**config.mk**
```make
export PLATFORM = sky130hd
export DESIGN_NAME = binary_dilation_3x3
export DESIGN_NICKNAME = d
export VERILOG_FILES = /design/src/bd3_pkg.sv /design/src/binary_dilation_3x3.sv /design/src/bd3_scan.sv /design/src/bd3_line_store.sv /design/src/bd3_window.sv
export SDC_FILE = /design/constraint.sdc
export NUM_CORES = 2
export LEC_CHECK = 0
export ABC_AREA = 0
export BUFFER_PORTS_ARGS = -buffer_cell sky130_fd_sc_hd__buf_2
export CAP_MARGIN = 20
export CORE_ASPECT_RATIO = 1.1
export CORE_MARGIN = 5
export CORE_UTILIZATION = 37
export CTS_BUF_LIST = sky130_fd_sc_hd__clkbuf_2 sky130_fd_sc_hd__clkbuf_4 sky130_fd_sc_hd__clkbuf_8
export DETAILED_ROUTE_END_ITERATION = 8
export REMOVE_ABC_BUFFERS = 1
export SLEW_MARGIN = 20
export SYNTH_ARGS = -nofsm -noshare
export SYNTH_HDL_FRONTEND = slang
export SYNTH_HIERARCHICAL = 1
export SYNTH_SLANG_ARGS = --single-unit
```
**constraint.sdc**
```tcl
create_clock -name clk_i -period 25.7 [get_ports clk_i]
set_clock_uncertainty 0.15 [all_clocks]
set_input_delay 3.855 -clock clk_i [delete_from_list [all_inputs] [get_ports clk_i]]
set_output_delay 3.855 -clock clk_i [all_outputs]
set_load 0.05 [all_outputs]
```
**src/bd3_pkg.sv**
```systemverilog
// Shared types, constants and helpers for the 3x3 binary dilation block.
// No dependencies; every other file of the block imports this package.
package bd3_pkg;

  localparam int MAX_WIDTH_DEF  = 1024;
  localparam int MAX_HEIGHT_DEF = 1024;

  localparam int DIM_W      = 11;
  localparam int OUT_POS_W  = 10;
  localparam int APB_ADDR_W = 3;
  localparam int APB_DATA_W = 32;

  localparam logic [DIM_W-1:0] IMAGE_WIDTH_RST  = 11'd640;
  localparam logic [DIM_W-1:0] IMAGE_HEIGHT_RST = 11'd480;

  // Request kinds: a pixel of the frame or a flush request after it.
  localparam logic KIND_PIXEL = 1'b0;
  localparam logic KIND_FLUSH = 1'b1;

  typedef enum logic {
    REG_IMAGE_WIDTH  = 1'b0,
    REG_IMAGE_HEIGHT = 1'b1
  } cfg_reg_e;

  typedef struct packed {
    logic       kind;
    logic [7:0] pixel_blue;
    logic [7:0] pixel_green;
    logic [7:0] pixel_red;
  } in_item_t;

  typedef struct packed {
    logic                 foreground;
    logic [OUT_POS_W-1:0] out_row;
    logic [OUT_POS_W-1:0] out_col;
    logic                 last_of_frame;
  } out_item_t;

  // Per-request position info handed from the scan stage to the window stage.
  typedef struct packed {
    logic                 flag;
    logic                 emit;
    logic                 last;
    logic                 keep_up;
    logic                 keep_down;
    logic                 keep_left;
    logic                 keep_right;
    logic [OUT_POS_W-1:0] out_row;
    logic [OUT_POS_W-1:0] out_col;
  } pos_t;

  // Zero counts as one, anything above the maximum counts as the maximum.
  function automatic int clamp_dim(logic [DIM_W-1:0] v, int maxv);
    int r;
    r = int'(v);
    if (r < 1) r = 1;
    if (r > maxv) r = maxv;
    return r;
  endfunction

endpackage

```
**src/binary_dilation_3x3.sv**
```systemverilog
// 3x3 binary dilation of a streamed RGB mask. One request per cycle unless the
// result side stalls. Each result passes stage one, then the result register;
// the stream lag is image_width+1 requests (one row plus one pixel).
// Reset clears counters, window and valids and sets width 640, height 480; line
// stores are not cleared, as stale entries only feed masked rows.
module binary_dilation_3x3 import bd3_pkg::*; #(
  parameter int MAX_WIDTH  = MAX_WIDTH_DEF,
  parameter int MAX_HEIGHT = MAX_HEIGHT_DEF
) (
  input  logic                  clk_i,
  input  logic                  rst_ni,
  input  logic                  in_valid_i,
  output logic                  in_stall_o,
  input  in_item_t              in_data_i,
  output logic                  out_valid_o,
  input  logic                  out_stall_i,
  output out_item_t             out_data_o,
  input  logic                  psel,
  input  logic                  penable,
  input  logic                  pwrite,
  input  logic [APB_ADDR_W-1:0] paddr,
  input  logic [APB_DATA_W-1:0] pwdata,
  output logic [APB_DATA_W-1:0] prdata,
  output logic                  pready
);

  localparam int ColW = $clog2(MAX_WIDTH);
  localparam int WW   = $clog2(MAX_WIDTH + 1);
  localparam int RowW = $clog2(MAX_HEIGHT + 2);

  logic [DIM_W-1:0] image_width_q, image_width_d;
  logic [DIM_W-1:0] image_height_q, image_height_d;
  logic             cfg_wr;
  cfg_reg_e         cfg_sel;
  logic [WW-1:0]    w_eff;
  logic [RowW-1:0]  h_eff;

  logic             in_acc;
  logic             s1_adv;
  logic             s1_valid;
  pos_t             s1_pos;
  logic [ColW-1:0]  rd_addr;
  logic [ColW-1:0]  s1_addr;
  logic             older;
  logic             newer;

  assign pready  = 1'b1;
  assign cfg_wr  = psel && penable && pwrite;
  assign cfg_sel = cfg_reg_e'(paddr[2]);

  always_comb begin
    image_width_d  = image_width_q;
    image_height_d = image_height_q;
    prdata         = '0;
    case (cfg_sel)
      REG_IMAGE_WIDTH: begin
        prdata = APB_DATA_W'(image_width_q);
        if (cfg_wr) image_width_d = pwdata[DIM_W-1:0];
      end
      REG_IMAGE_HEIGHT: begin
        prdata = APB_DATA_W'(image_height_q);
        if (cfg_wr) image_height_d = pwdata[DIM_W-1:0];
      end
      default: begin
        prdata = '0;
      end
    endcase
  end

  always_ff @(posedge clk_i or negedge rst_ni) begin
    if (!rst_ni) begin
      image_width_q  <= IMAGE_WIDTH_RST;
      image_height_q <= IMAGE_HEIGHT_RST;
    end else begin
      image_width_q  <= image_width_d;
      image_height_q <= image_height_d;
    end
  end

  assign w_eff = WW'(clamp_dim(image_width_q, MAX_WIDTH));
  assign h_eff = RowW'(clamp_dim(image_height_q, MAX_HEIGHT));

  // A request without a result moves on even when the result side stalls.
  assign s1_adv     = s1_valid && (!s1_pos.emit || !out_valid_o || !out_stall_i);
  assign in_stall_o = s1_valid && !s1_adv;
  assign in_acc     = in_valid_i && !in_stall_o;

  bd3_scan #(
    .MAX_WIDTH  (MAX_WIDTH),
    .MAX_HEIGHT (MAX_HEIGHT)
  ) u_scan (
    .clk_i       (clk_i),
    .rst_ni      (rst_ni),
    .in_acc_i    (in_acc),
    .s1_adv_i    (s1_adv),
    .cfg_clear_i (cfg_wr),
    .in_data_i   (in_data_i),
    .w_eff_i     (w_eff),
    .h_eff_i     (h_eff),
    .rd_addr_o   (rd_addr),
    .s1_valid_o  (s1_valid),
    .s1_pos_o    (s1_pos),
    .s1_addr_o   (s1_addr)
  );

  bd3_line_store #(
    .MAX_WIDTH (MAX_WIDTH)
  ) u_line_store (
    .clk_i     (clk_i),
    .rst_ni    (rst_ni),
    .in_acc_i  (in_acc),
    .rd_addr_i (rd_addr),
    .s1_adv_i  (s1_adv),
    .wr_addr_i (s1_addr),
    .flag_i    (s1_pos.flag),
    .older_o   (older),
    .newer_o   (newer)
  );

  bd3_window u_window (
    .clk_i       (clk_i),
    .rst_ni      (rst_ni),
    .s1_adv_i    (s1_adv),
    .cfg_clear_i (cfg_wr),
    .s1_pos_i    (s1_pos),
    .older_i     (older),
    .newer_i     (newer),
    .out_stall_i (out_stall_i),
    .out_valid_o (out_valid_o),
    .out_data_o  (out_data_o)
  );

  a_last_at_row_end: assert property (@(posedge clk_i) disable iff (!rst_ni)
    out_valid_o && out_data_o.last_of_frame |->
      (out_data_o.out_col == OUT_POS_W'(w_eff - WW'(1))))
    else $error("last pixel of the frame not at the end of a row");

endmodule

```
**src/bd3_scan.sv**
```systemverilog
// Input position counters and output position decode, plus the stage-one register.
// Depends on bd3_pkg.
module bd3_scan import bd3_pkg::*; #(
  parameter int MAX_WIDTH  = MAX_WIDTH_DEF,
  parameter int MAX_HEIGHT = MAX_HEIGHT_DEF,
  localparam int ColW = $clog2(MAX_WIDTH),
  localparam int WW   = $clog2(MAX_WIDTH + 1),
  localparam int RowW = $clog2(MAX_HEIGHT + 2)
) (
  input  logic            clk_i,
  input  logic            rst_ni,
  input  logic            in_acc_i,
  input  logic            s1_adv_i,
  input  logic            cfg_clear_i,
  input  in_item_t        in_data_i,
  input  logic [WW-1:0]   w_eff_i,
  input  logic [RowW-1:0] h_eff_i,
  output logic [ColW-1:0] rd_addr_o,
  output logic            s1_valid_o,
  output pos_t            s1_pos_o,
  output logic [ColW-1:0] s1_addr_o
);

  logic [ColW-1:0] col_q, col_d;
  logic [RowW-1:0] row_q, row_d;
  logic            s1_valid_q, s1_valid_d;
  pos_t            pos_q, pos_d;
  logic [ColW-1:0] addr_q;

  logic            col_ge1;
  logic [RowW-1:0] orow;
  logic [WW-1:0]   ocol;
  logic            col_end;

  always_comb begin
    col_ge1 = (col_q != '0);
    orow    = col_ge1 ? (row_q - RowW'(1)) : (row_q - RowW'(2));
    ocol    = col_ge1 ? (WW'(col_q) - WW'(1)) : (w_eff_i - WW'(1));
    col_end = (WW'(col_q) >= (w_eff_i - WW'(1)));

    pos_d.flag       = (in_data_i.kind == KIND_PIXEL) &&
                       ((in_data_i.pixel_blue | in_data_i.pixel_green |
                         in_data_i.pixel_red) != 8'd0);
    // A result is due once a full row plus one pixel has been taken.
    pos_d.emit       = (row_q >= RowW'(2)) || ((row_q == RowW'(1)) && col_ge1);
    pos_d.last       = pos_d.emit && (orow == (h_eff_i - RowW'(1))) &&
                       (ocol == (w_eff_i - WW'(1)));
    pos_d.keep_up    = (orow != '0);
    pos_d.keep_down  = (orow < (h_eff_i - RowW'(1)));
    pos_d.keep_left  = (ocol != '0);
    pos_d.keep_right = (ocol < (w_eff_i - WW'(1)));
    pos_d.out_row    = OUT_POS_W'(orow);
    pos_d.out_col    = OUT_POS_W'(ocol);
  end

  always_comb begin
    col_d = col_q;
    row_d = row_q;
    if (cfg_clear_i) begin
      col_d = '0;
      row_d = '0;
    end else if (in_acc_i) begin
      if (pos_d.last) begin
        col_d = '0;
        row_d = '0;
      end else if (col_end) begin
        col_d = '0;
        // The row count stops at h_eff+1, inside the flush rows.
        if (row_q < (h_eff_i + RowW'(1))) row_d = row_q + RowW'(1);
      end else begin
        col_d = col_q + ColW'(1);
      end
    end
  end

  always_comb begin
    s1_valid_d = s1_valid_q;
    if (in_acc_i) begin
      s1_valid_d = 1'b1;
    end else if (s1_adv_i) begin
      s1_valid_d = 1'b0;
    end
  end

  always_ff @(posedge clk_i or negedge rst_ni) begin
    if (!rst_ni) begin
      col_q      <= '0;
      row_q      <= '0;
      s1_valid_q <= 1'b0;
    end else begin
      col_q      <= col_d;
      row_q      <= row_d;
      s1_valid_q <= s1_valid_d;
    end
  end

  always_ff @(posedge clk_i) begin
    if (in_acc_i) begin
      pos_q  <= pos_d;
      addr_q <= col_q;
    end
  end

  assign rd_addr_o  = col_q;
  assign s1_valid_o = s1_valid_q;
  assign s1_pos_o   = pos_q;
  assign s1_addr_o  = addr_q;

  a_restart_after_last: assert property (@(posedge clk_i) disable iff (!rst_ni)
    in_acc_i && pos_d.last |=> (col_q == '0) && (row_q == '0))
    else $error("position counters did not restart after the last pixel");

  a_row_bounded: assert property (@(posedge clk_i) disable iff (!rst_ni)
    row_q <= (h_eff_i + RowW'(1)))
    else $error("row count ran past the flush rows");

endmodule

```
**src/bd3_line_store.sv**
```systemverilog
// Two one-bit line stores packed as one 2-bit wide memory with a registered read.
// Depends on bd3_pkg. Entries never cleared: stale rows are masked downstream.
module bd3_line_store import bd3_pkg::*; #(
  parameter int MAX_WIDTH = MAX_WIDTH_DEF,
  localparam int ColW = $clog2(MAX_WIDTH)
) (
  input  logic            clk_i,
  input  logic            rst_ni,
  input  logic            in_acc_i,
  input  logic [ColW-1:0] rd_addr_i,
  input  logic            s1_adv_i,
  input  logic [ColW-1:0] wr_addr_i,
  input  logic            flag_i,
  output logic            older_o,
  output logic            newer_o
);

  // Bit 1 holds the flag two rows back, bit 0 the flag one row back.
  logic [1:0] mem [MAX_WIDTH];
  logic [1:0] rd_q;
  logic [1:0] fwd_data_q;
  logic       fwd_q;
  logic [1:0] rd_eff;
  logic [1:0] wr_data;

  assign rd_eff  = fwd_q ? fwd_data_q : rd_q;
  assign wr_data = {rd_eff[0], flag_i};

  always_ff @(posedge clk_i) begin
    if (in_acc_i) begin
      rd_q       <= mem[rd_addr_i];
      fwd_data_q <= wr_data;
    end
    if (s1_adv_i) begin
      mem[wr_addr_i] <= wr_data;
    end
  end

  // With a one-pixel row the same entry is read while the previous request
  // writes it; that write is taken from the bypass instead.
  always_ff @(posedge clk_i or negedge rst_ni) begin
    if (!rst_ni) begin
      fwd_q <= 1'b0;
    end else if (in_acc_i) begin
      fwd_q <= s1_adv_i && (wr_addr_i == rd_addr_i);
    end
  end

  assign older_o = rd_eff[1];
  assign newer_o = rd_eff[0];

endmodule

```
**src/bd3_window.sv**
```systemverilog
// 3x3 flag window, neighborhood OR with frame-edge masking, and the result register.
// Depends on bd3_pkg.
module bd3_window import bd3_pkg::*; (
  input  logic      clk_i,
  input  logic      rst_ni,
  input  logic      s1_adv_i,
  input  logic      cfg_clear_i,
  input  pos_t      s1_pos_i,
  input  logic      older_i,
  input  logic      newer_i,
  input  logic      out_stall_i,
  output logic      out_valid_o,
  output out_item_t out_data_o
);

  logic [8:0] win_q, win_d, win_new;
  logic       out_valid_q, out_valid_d;
  out_item_t  out_q;
  logic       acc;

  // Each 3-bit column holds rows two up, one up and current, from bit 0.
  always_comb begin
    logic [2:0] rmask;
    logic [2:0] cmask;
    win_new = {s1_pos_i.flag, newer_i, older_i, win_q[8:3]};
    rmask   = {s1_pos_i.keep_down, 1'b1, s1_pos_i.keep_up};
    cmask   = {s1_pos_i.keep_right, 1'b1, s1_pos_i.keep_left};
    acc     = 1'b0;
    for (int j = 0; j < 3; j++) begin
      if (cmask[j] && ((win_new[3*j +: 3] & rmask) != 3'b000)) acc = 1'b1;
    end
  end

  always_comb begin
    win_d = win_q;
    if (cfg_clear_i) begin
      win_d = '0;
    end else if (s1_adv_i) begin
      win_d = s1_pos_i.last ? 9'd0 : win_new;
    end
  end

  always_comb begin
    out_valid_d = out_valid_q;
    if (s1_adv_i && s1_pos_i.emit) begin
      out_valid_d = 1'b1;
    end else if (!out_stall_i) begin
      out_valid_d = 1'b0;
    end
  end

  always_ff @(posedge clk_i or negedge rst_ni) begin
    if (!rst_ni) begin
      win_q       <= '0;
      out_valid_q <= 1'b0;
    end else begin
      win_q       <= win_d;
      out_valid_q <= out_valid_d;
    end
  end

  always_ff @(posedge clk_i) begin
    if (s1_adv_i && s1_pos_i.emit) begin
      out_q.foreground    <= acc;
      out_q.out_row       <= s1_pos_i.out_row;
      out_q.out_col       <= s1_pos_i.out_col;
      out_q.last_of_frame <= s1_pos_i.last;
    end
  end

  assign out_valid_o = out_valid_q;
  assign out_data_o  = out_q;

  a_no_overwrite: assert property (@(posedge clk_i) disable iff (!rst_ni)
    s1_adv_i && s1_pos_i.emit |-> !(out_valid_q && out_stall_i))
    else $error("result register overwritten while stalled");

  a_window_clear: assert property (@(posedge clk_i) disable iff (!rst_ni)
    s1_adv_i && s1_pos_i.last |=> (win_q == 9'd0))
    else $error("window not cleared after the last pixel");

endmodule
```
## Yosys cells after proc, flatten, opt, wreduce, memory -nomap -nowiden

Memory sizes are Yosys's and may differ from the RTL's. A register that Yosys moved wholly into a read port is not among the register bits.
Index checks and enable logic that the tools add are counted.

- Register bits after elaboration: 116
- Memories kept: 1
- RAM bits: 2048
- Logic and storage cells: 117
- Input bits: 67

- Bitwise logic cells: 7
- $add $sub $neg: 8
- Reductions and logical operators: 37
- Magnitude comparators: 9
- Equality and inequality tests: 5
- Muxes and demuxes: 27

Memory list:

| name | depth | width | rd ports | clocked after Yosys merged registers in | write ports | RTL line | text |
|---|---|---|---|---|---|---|---|
| u_line_store.mem | 1024 | 2 | 1 | 1 | 1 | bd3_line_store.sv:19 | `logic [1:0] mem [MAX_WIDTH];` |

Operators by type and width:

| operator | count |
|---|---|
| $mux 11 | 11 |
| $gt 32x12->1 const B | 2 |
| $pmux 32 s2 | 1 |
| $mux 10 | 4 |
| $lt 11x11->1 | 3 |
| $sub 11x1->11 const B | 3 |
| $mux 9 | 3 |
| $add 11x1->11 const B | 2 |
| $eq 11x11->1 | 2 |
| $lt 11x1->1 const B | 2 |
| $reduce_bool 11->1 | 2 |
| $or 8x8->8 | 2 |
| $reduce_bool 3->1 | 5 |
| $logic_and 1x1->1 | 13 |
| $eq 11x1->1 const B | 1 |
| $ge 10x11->1 | 1 |
| $ge 11x2->1 const B | 1 |
| $sub 10x1->11 const B | 1 |
| $sub 11x2->11 const B | 1 |
| $add 10x1->10 const B | 1 |
| $eq 10x10->1 | 1 |
| $reduce_bool 10->1 | 1 |
| $and 3x3->3 | 3 |
| $reduce_bool 8->1 | 1 |
| 10 further kinds | 26 |

## Longest topological paths before layout

- Depth in word-level cells: 11
- Mapped depth: 17
- Mapped depth without buffers: 16

## Hierarchy

The synthesis kept the hierarchy.

By module, submodules not included:

| module | instances | area an instance (um2) | cells each |
|---|---|---|---|
| bd3_line_store | 1 | 84215.8 | 4844 |
| bd3_scan | 1 | 4393.0 | 457 |
| binary_dilation_3x3 | 1 | 1457.6 | 122 |
| bd3_window | 1 | 1012.2 | 56 |

## Worst setup path before layout

No wires, ideal clock.

- Path type: reg2reg
- Start: reg u_scan.pos_q (netlist bit u_scan/s1_pos_o[26])
- End: reg u_line_store.fwd_data_q[0], data pin
- Clock period less this slack: 14887 ps
- Arrival: 12058 ps
- Setup time: 2679 ps
- Path slack: 10813 ps
- Cell stages (with the launch flop): 1
- Cells stage by stage: edfxtp_1

RTL lines:

| what | RTL line | text |
|---|---|---|
| start, declared | bd3_scan.sv:27 | `pos_t pos_q, pos_d;` |
| start signal, assigned | bd3_scan.sv:99 | `pos_q <= pos_d;` |
| end signal, assigned | bd3_line_store.sv:32 | `fwd_data_q <= wr_data;` |
| end, declared | bd3_line_store.sv:21 | `logic [1:0] fwd_data_q;` |

No word-level cell between the ends.

## Final worst setup path

- Start: in paddr[2]
- End: out prdata[8]

- Longest elaborated chain between the ends: 2

Ends and longest elaborated chain:

| what | RTL line | text |
|---|---|---|
| start, declared | binary_dilation_3x3.sv:21 | `input logic [APB_ADDR_W-1:0] paddr,` |
| $not 1->1 (no line) | - |  |
| $pmux 32 s2 * | binary_dilation_3x3.sv:55 | `case (cfg_sel)` |
| end, declared | binary_dilation_3x3.sv:23 | `output logic [APB_DATA_W-1:0] prdata,` |

Mark *: on every way between the ends. The rest lies on a longest branch, timed or not. The select of a mux whose other input is x is not followed.

==> impl_metrics.ini <==
[run_status]
status = completed

[yosys]
yosysUniqueCellTypes = 84
syn_area_um2 = 91100
synth_area_leader_cell = edfxtp_1
synth_edf_count = 2111
ys_seq_area_frac = 0.710
ys_ff_latch = 2163
syn_inst = 5479
synthTopCellsByCount = 2,111 x edfxtp_1, 1,085 x nor2_1, 417 x mux4_2
synth_area_per_cell_um2 = 16.6
synth_most_common_cell = edfxtp_1
ys.flop_type = edfxtp_1
synth_largest_type_area_fraction = 0.696
async_reset_ff_frac = 0.0240
synth.area.top_cells = edfxtp_1 70%, mux4_2 10%, nor2_1 4.5%
yosysWarningCount = 6

[critical_path]
critPathCaptureType = primary output
r2r-end = u_line_store/rd_q[1]
rr_worst_depth = 10
slowest_delay_ps = 400
crit_arrival_ps = 4740
path_common_cell = buf_2
path_cells = buf_2 -> mux2_2 -> buf_2
r2r_setup_slack_ps = 19460
cp_slowest_cell = mux2_2
criticalPathCategory = input port to primary output
path_delay_family = buffers and inverters
crit_path_start = paddr[2]
startpoint_type = input port
worstPathRequired_ps = 21690
worst_r2r_startpoint = u_scan/rd_addr_o[0]
crit_path_end = prdata[8]
crit_fanout = 14
cp_num_buf_inv = 2
cp.depth = 3

[pwr]
pwr-share-clk = 0.275
p_total_uw = 9960
p_comb_frac = 0.287
power.net_switching_uw = 3230
leakagePower_uw = 0.0308
ir_drop_uv = 69.0
pwr-share-seq = 0.437
intPower_uw = 6730
sw_frac_of_total = 0.325
powerDensity_nw_per_um2 = 98.8

[clock_network]
postCtsSetupBuffers = 0
cts_buffers = 333
htree_levels = 5
cts_resized = 0
hold_buffers = 0
tritoncts = built
cts_root_buf = clkbuf_8
clkTransAtPathRegs_ps = 60
insertion_delay_ps = 960
cts_sinks = 2163
clockBufferDepth = 4

[drt]
maxUsedRoutingLayer = met4
wl_met3_um = 20300
detail_route.iter0.violations = 5234
wl_met1_um = 97200
via_per_inst = 5.60
wirelength_um = 245000
routed-via-count = 50900
wl_per_cell_um = 26.9
drtPass1Iterations = 6
wl_met2_um = 119000
drtAntennaViolNets = 0
drc_errors = 0

[floorplanning]
io_pins = 124
start_util = 0.371
core_area_um2 = 246000
row_count = 191
die_h_um = 530
die_x_um = 483
die_area_um2 = 256000

[timing]
slew_violations = 0
fin_ws_ps = 16960
setup_viol = 0
period_needed_ps = 8750
worst_slew_pin_slew_ps = 1240
fmax_mhz = 114
rsz0062_at_grt = no
max_slew_margin = 0.173
hold_viol = 0
period_share = 0.340

[hold_path]
holdCritPathClass = flip-flop to flip-flop
hp-start = u_scan/s1_pos_o[7]

[placed_design]
pre_cts_slack_ps = 16950
routabilityCongestion = 0.794
io_buffers = 78
dp_hpwl_um = 132000

[global_routing]
antenna_found_initial = 8
grt_pass1_vias = 51900
grt_first_pass_wirelength_um = 355000
grt_max_degree = 264
grt-ovfl-total = 0
grt_usage = 0.186

[finish]
finish.utilization = 0.411
syn_to_final_growth_pct = 10.8
num-nets-final = 5699
fillers = 22200
layout-drive-gt1-share = 0.216

[job]
maxCapViolCount = 0
[metrics by stage]
step / setup TNS [ps] / instance area, µm² / hold WS, ps / instances
after detailed placement: 0 / 94600 / 255 / 8525
after global routing: 0 / 101000 / 280 / 9100
final: 0 / 101000 / 268 / 9102
after global placement: 0 / 94500 / 258 / 8520
after floorplan: -484 / 88600 / 250 / 5050
after CTS: 0 / 101000 / 269 / 9096
[per-layer routing]
| layer | vias to the layer above | GRT usage |
|---|---|---|
| li1 | 21600 | - |
| met1 | 26600 | 0.246 |
| met2 | 2287 | 0.311 |
| met4 | 0 | 0.0608 |
| met5 | - | 0 |
| met3 | 425 | 0.0338 |
[worst register-to-register path: stages (launching register included)]
cell and delay (ps):
dfrtp_4 660, buf_4 710, buf_12 640, buf_12 710
buf_4 890, mux4_2 620, mux4_2 570, o21ai_0 180
nor2_1 130, o311ai_0 200, o2111ai_1 420
[cells in the final DEF, fill, tap and decap left out, types with 37 or more instances in the layout]
master / instances
nor3_1: 68
o221ai_1: 88
clkinv_2: 46
clkbuf_4: 93
nor2b_1: 37
nor2_1: 1081
ha_1: 52
a21oi_1: 101
nand2_1: 106
clkbuf_8: 338
mux4_2: 417
clkinv_1: 74
a22oi_1: 40
o22ai_1: 53
buf_2: 78
buf_4: 104
edfxtp_1: 2111
o21ai_0: 62
mux2i_1: 226
dfrtp_1: 40
[worst min-delay path by stage]
stage / slack, ps / cells past startpoint / end
after global placement: 260 / 0 / u_window/out_data_o[18]
after global routing: 280 / 0 / u_window/out_data_o[13]
after floorplan: 250 / 0 / u_window/out_data_o[10]
after CTS: 270 / 0 / u_window/out_data_o[8]
final: 270 / 0 / u_window/out_data_o[8]
after detailed placement: 250 / 0 / u_window/out_data_o[13]
[cell type report]
| type | count | area (µm²) | area share |
|---|---|---|---|
| Clock buffer | 431 | 5350 | 0.0530 |
| Multi-Input combinational cell | 2858 | 24300 | 0.241 |
| Sequential cell | 2163 | 64700 | 0.642 |
| Antenna cell | 5 | 12.5 | 0.000124 |
| Clock inverter | 140 | 836 | 0.00828 |
| Tap cell | 3281 | 4110 | 0.0407 |
| Timing Repair Buffer | 195 | 1410 | 0.0140 |
| Inverter | 29 | 111 | 0.00110 |
[sequential cells by signal, summed over array words and instances, names as in the netlist]
name                     count
u_window/out_valid_o         1
u_line_store/fwd_data_q      2
u_line_store/fwd_q           1
u_window/win_q               6
u_scan/s1_valid_o            1
u_scan/row_q                11
u_line_store/mem          2048
u_line_store/rd_q            2
u_scan/rd_addr_o            10
image_height_q              11
u_scan/s1_pos_o             27
u_window/out_data_o         22
image_width_q               11
u_scan/s1_addr_o            10
[cell families after synthesis]
group	Yosys count	synth area share
flip-flops	2163	0.710
AND/OR/NAND/NOR	1556	0.0732
multiplexers	706	0.140
buffers and inverters	478	0.0288
AO/OA/AOI/OAI	464	0.0353
XOR/XNOR	58	0.00558
adder cells (fa/ha/maj)	52	0.00714
other	2	0.0000825
[power by group through the flow]
stage	clock [µW]	combinational [µW]	sequential, µW
floorplan	0	2800	4920
global placement	0	2830	4430
detailed placement	0	2860	4430
CTS	2800	2870	4360
global route	2960	3040	4370
finish	2740	2860	4360
(Power assumes the default switching activity.)
